$ cat src/rtl/aoc_pkg.sv
// ----------------------------------------------------------------------------
// aoc_pkg
// shared types and constants of the source-over rgba8 compositor
// ----------------------------------------------------------------------------
package aoc_pkg;

   localparam int CHAN_NUM = 3;

   localparam logic [7:0]  FULL_SCALE   = 8'd255;
   // floor(x / 255) = (x * RECIP_255) >> SHIFT_255 for any 16-bit x
   localparam logic [15:0] RECIP_255    = 16'h8081;
   localparam int          SHIFT_255    = 23;
   // floor(n / 65025) = (n * RECIP_65025) >> SHIFT_65025 for n <= 255 * 65025
   localparam logic [24:0] RECIP_65025  = 25'd16909061;
   localparam int          SHIFT_65025  = 40;

   localparam logic [1:0] MODE_ZERO  = 2'd0;
   localparam logic [1:0] MODE_DST   = 2'd1;
   localparam logic [1:0] MODE_SRC   = 2'd2;
   localparam logic [1:0] MODE_BLEND = 2'd3;

   typedef struct packed {
      logic [7:0]                   alpha;
      logic [CHAN_NUM-1:0][7:0]     chan;
   } pixel_type;

   typedef struct packed {
      pixel_type src;
      pixel_type dst;
   } pair_type;

   typedef struct packed {
      pixel_type   src;
      pixel_type   dst;
      logic [1:0]  mode;
      logic [15:0] wa;
      logic [15:0] wd;
   } weight_type;

   typedef struct packed {
      pixel_type                src;
      pixel_type                dst;
      logic [1:0]               mode;
      logic [CHAN_NUM-1:0][23:0] num;
      logic [7:0]               alpha;
   } sum_type;

   typedef struct packed {
      pixel_type  src;
      pixel_type  dst;
      logic [1:0] mode;
      pixel_type  blend;
   } scaled_type;

endpackage

$ cat src/rtl/aoc_weight.sv
// ----------------------------------------------------------------------------
// aoc_weight
// stage one: case decode and the two blend weights as*255, (255-as)*ad
// ----------------------------------------------------------------------------
module aoc_weight import aoc_pkg::*; (
   input  logic       clock,
   input  logic       reset,
   input  logic       in_valid,
   output logic       in_ready,
   input  pair_type   in_data,
   output logic       out_valid,
   input  logic       out_ready,
   output weight_type out_data
);

   logic       valid_ff, valid_in;
   weight_type data_ff, data_in;
   logic [7:0] src_a, dst_a, inv_a;

   assign in_ready = !valid_ff || out_ready;
   assign src_a    = in_data.src.alpha;
   assign dst_a    = in_data.dst.alpha;
   assign inv_a    = FULL_SCALE - src_a;

   always_comb begin
      valid_in = valid_ff;
      data_in  = data_ff;
      if (in_ready) begin
         valid_in = in_valid;
      end
      if (in_ready && in_valid) begin
         data_in.src = in_data.src;
         data_in.dst = in_data.dst;
         data_in.wa  = {src_a, 8'd0} - {8'd0, src_a};
         data_in.wd  = {8'd0, inv_a} * {8'd0, dst_a};
         priority if (src_a == 8'd0 && dst_a == 8'd0) begin
            data_in.mode = MODE_ZERO;
         end else if (src_a == 8'd0) begin
            data_in.mode = MODE_DST;
         end else if (dst_a == 8'd0) begin
            data_in.mode = MODE_SRC;
         end else begin
            data_in.mode = MODE_BLEND;
         end
      end
   end

   always_ff @(posedge clock) begin
      if (reset) begin
         valid_ff <= 1'b0;
      end else begin
         valid_ff <= valid_in;
      end
      data_ff <= data_in;
   end

   assign out_valid = valid_ff;
   assign out_data  = data_ff;

endmodule

$ cat src/rtl/aoc_product.sv
// ----------------------------------------------------------------------------
// aoc_product
// stages two and three: weighted channel products, then numerator sums
// and the blended alpha
// ----------------------------------------------------------------------------
module aoc_product import aoc_pkg::*; (
   input  logic       clock,
   input  logic       reset,
   input  logic       in_valid,
   output logic       in_ready,
   input  weight_type in_data,
   output logic       out_valid,
   input  logic       out_ready,
   output sum_type    out_data
);

   typedef struct packed {
      pixel_type                 src;
      pixel_type                 dst;
      logic [1:0]                mode;
      logic [CHAN_NUM-1:0][23:0] ps;
      logic [CHAN_NUM-1:0][23:0] pd;
      logic [31:0]               apm;
   } prod_type;

   logic     prod_valid_ff, prod_valid_in, prod_ready;
   prod_type prod_ff, prod_in;
   logic     sum_valid_ff, sum_valid_in;
   sum_type  sum_ff, sum_in;

   // product stage
   assign in_ready = !prod_valid_ff || prod_ready;

   always_comb begin
      prod_valid_in = prod_valid_ff;
      prod_in       = prod_ff;
      if (in_ready) begin
         prod_valid_in = in_valid;
      end
      if (in_ready && in_valid) begin
         prod_in.src  = in_data.src;
         prod_in.dst  = in_data.dst;
         prod_in.mode = in_data.mode;
         for (int k = 0; k < CHAN_NUM; k++) begin
            prod_in.ps[k] = 24'(in_data.src.chan[k]) * 24'(in_data.wa);
            prod_in.pd[k] = 24'(in_data.dst.chan[k]) * 24'(in_data.wd);
         end
         prod_in.apm = 32'(in_data.wd) * 32'(RECIP_255);
      end
   end

   // sum stage
   assign prod_ready = !sum_valid_ff || out_ready;

   always_comb begin
      sum_valid_in = sum_valid_ff;
      sum_in       = sum_ff;
      if (prod_ready) begin
         sum_valid_in = prod_valid_ff;
      end
      if (prod_ready && prod_valid_ff) begin
         sum_in.src  = prod_ff.src;
         sum_in.dst  = prod_ff.dst;
         sum_in.mode = prod_ff.mode;
         for (int k = 0; k < CHAN_NUM; k++) begin
            sum_in.num[k] = prod_ff.ps[k] + prod_ff.pd[k];
         end
         sum_in.alpha = prod_ff.src.alpha + prod_ff.apm[SHIFT_255 +: 8];
      end
   end

   always_ff @(posedge clock) begin
      if (reset) begin
         prod_valid_ff <= 1'b0;
         sum_valid_ff  <= 1'b0;
      end else begin
         prod_valid_ff <= prod_valid_in;
         sum_valid_ff  <= sum_valid_in;
      end
      prod_ff <= prod_in;
      sum_ff  <= sum_in;
   end

   assign out_valid = sum_valid_ff;
   assign out_data  = sum_ff;

   // blended alpha never wraps below the source alpha
   a_alpha_no_wrap : assert property (@(posedge clock) disable iff (reset)
      sum_valid_ff && sum_ff.mode == MODE_BLEND |-> sum_ff.alpha >= sum_ff.src.alpha)
      else $error("blended alpha wrapped");

   // numerator stays within 255 * 65025
   a_num_range : assert property (@(posedge clock) disable iff (reset)
      sum_valid_ff |-> sum_ff.num[0] <= 24'd16581375 && sum_ff.num[1] <= 24'd16581375
                       && sum_ff.num[2] <= 24'd16581375)
      else $error("numerator out of range");

   // a stalled product stage keeps its item
   a_prod_hold : assert property (@(posedge clock) disable iff (reset)
      prod_valid_ff && !prod_ready |=> prod_valid_ff && $stable(prod_ff))
      else $error("product stage lost an item under stall");

endmodule

$ cat src/rtl/aoc_scale.sv
// ----------------------------------------------------------------------------
// aoc_scale
// stages four and five: reciprocal scaling by 1/65025, then case select
// into the output register
// ----------------------------------------------------------------------------
module aoc_scale import aoc_pkg::*; (
   input  logic       clock,
   input  logic       reset,
   input  logic       in_valid,
   output logic       in_ready,
   input  sum_type    in_data,
   output logic       out_valid,
   input  logic       out_ready,
   output pixel_type  out_data
);

   logic       scl_valid_ff, scl_valid_in, scl_ready;
   scaled_type scl_ff, scl_in;
   logic       out_valid_ff, out_valid_in;
   pixel_type  out_ff, out_in;
   logic [CHAN_NUM-1:0][48:0] prod;

   // scaling stage
   assign in_ready = !scl_valid_ff || scl_ready;

   always_comb begin
      for (int k = 0; k < CHAN_NUM; k++) begin
         prod[k] = 49'(in_data.num[k]) * 49'(RECIP_65025);
      end
   end

   always_comb begin
      scl_valid_in = scl_valid_ff;
      scl_in       = scl_ff;
      if (in_ready) begin
         scl_valid_in = in_valid;
      end
      if (in_ready && in_valid) begin
         scl_in.src         = in_data.src;
         scl_in.dst         = in_data.dst;
         scl_in.mode        = in_data.mode;
         scl_in.blend.alpha = in_data.alpha;
         for (int k = 0; k < CHAN_NUM; k++) begin
            scl_in.blend.chan[k] = prod[k][SHIFT_65025 +: 8];
         end
      end
   end

   // output register
   assign scl_ready = !out_valid_ff || out_ready;

   always_comb begin
      out_valid_in = out_valid_ff;
      out_in       = out_ff;
      if (scl_ready) begin
         out_valid_in = scl_valid_ff;
      end
      if (scl_ready && scl_valid_ff) begin
         unique case (scl_ff.mode)
            MODE_ZERO:  out_in = '0;
            MODE_DST:   out_in = scl_ff.dst;
            MODE_SRC:   out_in = scl_ff.src;
            MODE_BLEND: out_in = scl_ff.blend;
         endcase
      end
   end

   always_ff @(posedge clock) begin
      if (reset) begin
         scl_valid_ff <= 1'b0;
         out_valid_ff <= 1'b0;
      end else begin
         scl_valid_ff <= scl_valid_in;
         out_valid_ff <= out_valid_in;
      end
      scl_ff <= scl_in;
      out_ff <= out_in;
   end

   assign out_valid = out_valid_ff;
   assign out_data  = out_ff;

   // scaled red channel never exceeds the larger of the two input red channels
   a_blend_bound : assert property (@(posedge clock) disable iff (reset)
      scl_valid_ff && scl_ff.mode == MODE_BLEND |->
         (scl_ff.blend.chan[0] <= scl_ff.src.chan[0] ||
          scl_ff.blend.chan[0] <= scl_ff.dst.chan[0]))
      else $error("blended red above both inputs");

   // a transparent pair leaves all zeros
   a_zero_pair : assert property (@(posedge clock) disable iff (reset)
      scl_valid_ff && scl_ready && scl_ff.mode == MODE_ZERO |=> out_ff == '0)
      else $error("transparent pair not cleared");

   // a stalled scaling stage keeps its item
   a_scl_hold : assert property (@(posedge clock) disable iff (reset)
      scl_valid_ff && !scl_ready |=> scl_valid_ff && $stable(scl_ff))
      else $error("scaling stage lost an item under stall");

endmodule

$ cat src/rtl/alpha_over_composite_rgba8.sv
// ----------------------------------------------------------------------------
// alpha_over_composite_rgba8
// source-over-destination compositing of one rgba8 pixel pair per transfer
//
//   channel  dir  tdata                           tuser  tlast
//   req_     in   64 bit, src rgba then dst rgba  -      -
//   rsp_     out  32 bit, composited rgba         -      -
//
// one pixel pair accepted every cycle while rsp_tready does not stall the pipeline
// five register stages: weights, products, sums, 1/65025 scaling, output
// each stage frees itself when its successor takes its item, so bubbles close
// under back-pressure and a stall holds every item in place
// synchronous reset clears the stage valid bits only
// ----------------------------------------------------------------------------
module alpha_over_composite_rgba8 import aoc_pkg::*; (
   input  logic        clock,
   input  logic        reset,
   input  logic        req_tvalid,
   output logic        req_tready,
   // src_red, src_green, src_blue, src_alpha, dst_red, dst_green, dst_blue, dst_alpha
   input  logic [63:0] req_tdata,
   output logic        rsp_tvalid,
   input  logic        rsp_tready,
   // out_red, out_green, out_blue, out_alpha
   output logic [31:0] rsp_tdata
);

   pair_type   pair;
   logic       w_valid, w_ready;
   weight_type w_data;
   logic       s_valid, s_ready;
   sum_type    s_data;
   pixel_type  result;

   assign pair.src.chan[0] = req_tdata[7:0];
   assign pair.src.chan[1] = req_tdata[15:8];
   assign pair.src.chan[2] = req_tdata[23:16];
   assign pair.src.alpha   = req_tdata[31:24];
   assign pair.dst.chan[0] = req_tdata[39:32];
   assign pair.dst.chan[1] = req_tdata[47:40];
   assign pair.dst.chan[2] = req_tdata[55:48];
   assign pair.dst.alpha   = req_tdata[63:56];

   aoc_weight u_weight (
      .clock     (clock),
      .reset     (reset),
      .in_valid  (req_tvalid),
      .in_ready  (req_tready),
      .in_data   (pair),
      .out_valid (w_valid),
      .out_ready (w_ready),
      .out_data  (w_data)
   );

   aoc_product u_product (
      .clock     (clock),
      .reset     (reset),
      .in_valid  (w_valid),
      .in_ready  (w_ready),
      .in_data   (w_data),
      .out_valid (s_valid),
      .out_ready (s_ready),
      .out_data  (s_data)
   );

   aoc_scale u_scale (
      .clock     (clock),
      .reset     (reset),
      .in_valid  (s_valid),
      .in_ready  (s_ready),
      .in_data   (s_data),
      .out_valid (rsp_tvalid),
      .out_ready (rsp_tready),
      .out_data  (result)
   );

   assign rsp_tdata = {result.alpha, result.chan[2], result.chan[1], result.chan[0]};

endmodule
$ cat config.mk
export PLATFORM = sky130hd
export DESIGN_NAME = alpha_over_composite_rgba8
export DESIGN_NICKNAME = d
export VERILOG_FILES = /design/src/rtl/aoc_pkg.sv /design/src/rtl/aoc_weight.sv /design/src/rtl/aoc_product.sv /design/src/rtl/aoc_scale.sv /design/src/rtl/alpha_over_composite_rgba8.sv
export SDC_FILE = /design/constraint.sdc
export NUM_CORES = 2
export LEC_CHECK = 0
export ABC_AREA = 1
export ABC_CLOCK_PERIOD_IN_PS = 10620
export BUFFER_PORTS_ARGS = -buffer_cell sky130_fd_sc_hd__buf_2
export CORE_UTILIZATION = 30
export CTS_CLUSTER_DIAMETER = 150
export DETAILED_ROUTE_END_ITERATION = 10
export PLACE_DENSITY_LB_ADDON = 0.1
export RECOVER_POWER = 25
export SYNTH_ARGS = -nofsm -noshare
export SYNTH_HDL_FRONTEND = slang
export SYNTH_HIERARCHICAL = 1
export SYNTH_SLANG_ARGS = --single-unit
$ cat constraint.sdc
create_clock -name clock -period 10.62 [get_ports clock]
set_input_delay 1.062 -clock clock [delete_from_list [all_inputs] [get_ports clock]]
set_output_delay 1.062 -clock clock [all_outputs]
set_load 0.01 [all_outputs]
==> flow_summary.yaml <==
setup_path:
  crit_type: "reg2reg"
  critPathRequiredTime_ns: 11.12
  cp_max_fo: 18
  critPathCaptureType: "flop"
  startpoint_type: "flop"
  worstPathArrival_ns: 6.52
synthesis:
  synthesis.nets: 10800
  ys_ff_latch: 596
  synthCells: 8887
  seq_area_frac_synth: 0.244
  yosysUniqueCellTypes: 46
  synth_area_um2: 73200
  yosysTopAreaCell: "edfxtp_1"
  synth_top_area_share: 0.242
  avgSynthCellArea_um2: 8.24
  synth.area.top_cells: "edfxtp_1 24%, fa_1 20%, ha_1 19%"
  yosys_warnings: 6
detailed_routing:
  dr.pass1.iters: 7
  vias_per_cell: 4.51
  ant_nets: 0
  drt_iter0_drc: 2872
  routed_wl_mm: 226
  wl_per_cell_um: 18.5
  vias: 55100
  drc_errors: 0
global_routing:
  grt_util_all_layers: 0.187
  first_global_vias: 57900
  grt_max_degree: 98
  grt-ovfl-total: 0
  grt_pass1_wl_mm: 347
  antenna_found_initial: 19
clocking:
  cts_sinks: 596
  clock_path_buffers: 3
  hold_buffers: 0
  cts_max_level: 3
  tritoncts: "built"
  cts-resized-gates: 0
  path_clk_slew_ns: 0.06
  numCtsBuffers: 82
  root_buffer: "clkbuf_16"
  post_cts_buffers: 0
  clk-insertion-delay-late_ns: 0.74
die:
  core_um2: 243000
  placementRows: 181
  die_h_um: 496
  die_x_um: 496
  dieArea_um2: 246000
  io_pins: 102
  initial_utilization: 0.301
placement:
  routabilityCongestion: 0.879
  dpl.hpwl_mm: 182
  io_buffer_count: 101
sta:
  min_period_over_period: 0.567
  drv_slew: 91
  tns_ns: 0
  max_slew.worst_pin.slew_ns: 1.68
  max_slew_margin: -0.123
  fmax_mhz: 166
  finalSetupViolCount: 0
  hold_violations: 0
  rsz0062_at_grt: "false"
  finalCriticalPeriod_ns: 6.02
  finalClockSkew_ns: 0.0432
outcome:
  outcome: "finished, violations left"
  violations: "max-capacitance violations, max-slew violations"
flow_run:
  drv_cap: 5
layout:
  nFillCells: 25800
  layout_common_cells: "2302 x inv_1, 2219 x nand2_1, 1092 x ha_1, 724 x fa_1, 591 x edfxtp_1"
  drive_above_1_share: 0.0384
  seqCellArea_um2: 17800
  multiInputGateArea_um2: 46000
  final_nets: 10800
  layout_commonest_cell: "inv_1"
  area.growth.synth_to_final_pct: 9.47
min_path:
  hold_path_class: "reg2reg"
area by class of cell:
class                      count  share of cell area
tap                         3202              0.0500
sequential                   596               0.223
antenna                        3           0.0000936
clock inverter                54             0.00813
inverter                    2312               0.108
timing repair buffer         169              0.0111
multi-input combinational   5792               0.574
clock buffer                  95              0.0262
metal layers:
| layer | track usage | share of wire | up-vias |
|---|---|---|---|
| met5 | 0 | 0.00012 | - |
| met4 | 0.0491 | 0.025 | 4 |
| met3 | 0.0255 | 0.037 | 230 |
| met2 | 0.305 | 0.45 | 878 |
| met1 | 0.259 | 0.49 | 26600 |
| li1 | - | - | 27400 |
stage by stage:
step | util | setup slack, ns | instance area [um^2] | instances | hold WS [ns]
floorplan | - | 1.62 | 73200 | 8887 | 0.400
global placement | 0.319 | 5.36 | 77600 | 12100 | 0.400
detailed placement | 0.319 | 5.38 | 77600 | 12100 | 0.405
CTS | 0.331 | 5.37 | 80300 | 12200 | 0.383
global route | 0.330 | 4.21 | 80200 | 12200 | 0.386
finish | 0.330 | 4.60 | 80200 | 12200 | 0.386
critical path, cell delays in order (launching register included):
cell	delay, ns
edfxtp_1	0.58
clkbuf_1	1.26
nand2_1	0.22
fa_1	0.58
fa_1	0.55
inv_1	0.06
fa_1	0.53
inv_1	0.05
fa_1	0.53
inv_1	0.04
ha_1	0.36
a21oi_1	0.23
nor2_1	0.09
nor2_1	0.13
nand2_2	0.11
nand2_1	0.07
nand2_1	0.08
xor2_1	0.32
state kept, by name, summed over array words and instances, names as in the netlist:
signal,count
u_scale/scl_ff,98
u_product/prod_ff,218
u_scale/out_valid,1
u_product/prod_valid_ff,1
u_weight/out_valid,1
u_weight/out_data,97
u_product/out_data,146
u_scale/scl_valid_ff,1
u_scale/out_data,32
u_product/out_valid,1
worst paths after layout:
kind / depth (start not counted) / from / end / slack, ns
max: 17 / u_weight/out_data[0] / u_product/prod_ff[44] / 4.60
min: 0 / u_product/out_data[136] / u_scale/scl_ff[88] / 0.39
max reg2reg: 17 / u_weight/out_data[0] / u_product/prod_ff[44] / 4.60
min reg2reg: 0 / u_product/out_data[136] / u_scale/scl_ff[88] / 0.39
synthesized netlist by cell type, drive strengths merged:
cell type,instances
a31oi,5
nand2,2259
ha,1092
and3,3
a21boi,4
a21oi,360
o21ai,154
xor2,106
buf,17
o21a,10
nor2,456
dfxtp,5
nand3,300
inv,2312
nand4,106
o21bai,39
fa,724
nand3b,10
nor3,69
a21o,16
nor4,12
nor3b,2
clkbuf,170
and2b,1
xnor2,52
and2,12
edfxtp,591
logic make-up after synthesis:
| group | count (synthesis) | synth area share |
|---|---|---|
| compound gates | 588 | 0.0433 |
| buf+inv | 2499 | 0.129 |
| xor+xnor | 158 | 0.0190 |
| flops | 596 | 0.244 |
| fa+ha+maj | 1816 | 0.384 |
| simple gates | 3230 | 0.181 |
Power is left out: the tool's default activity adds up to more than one toggle a clock period on the data nets, which glitch-free logic cannot reach.
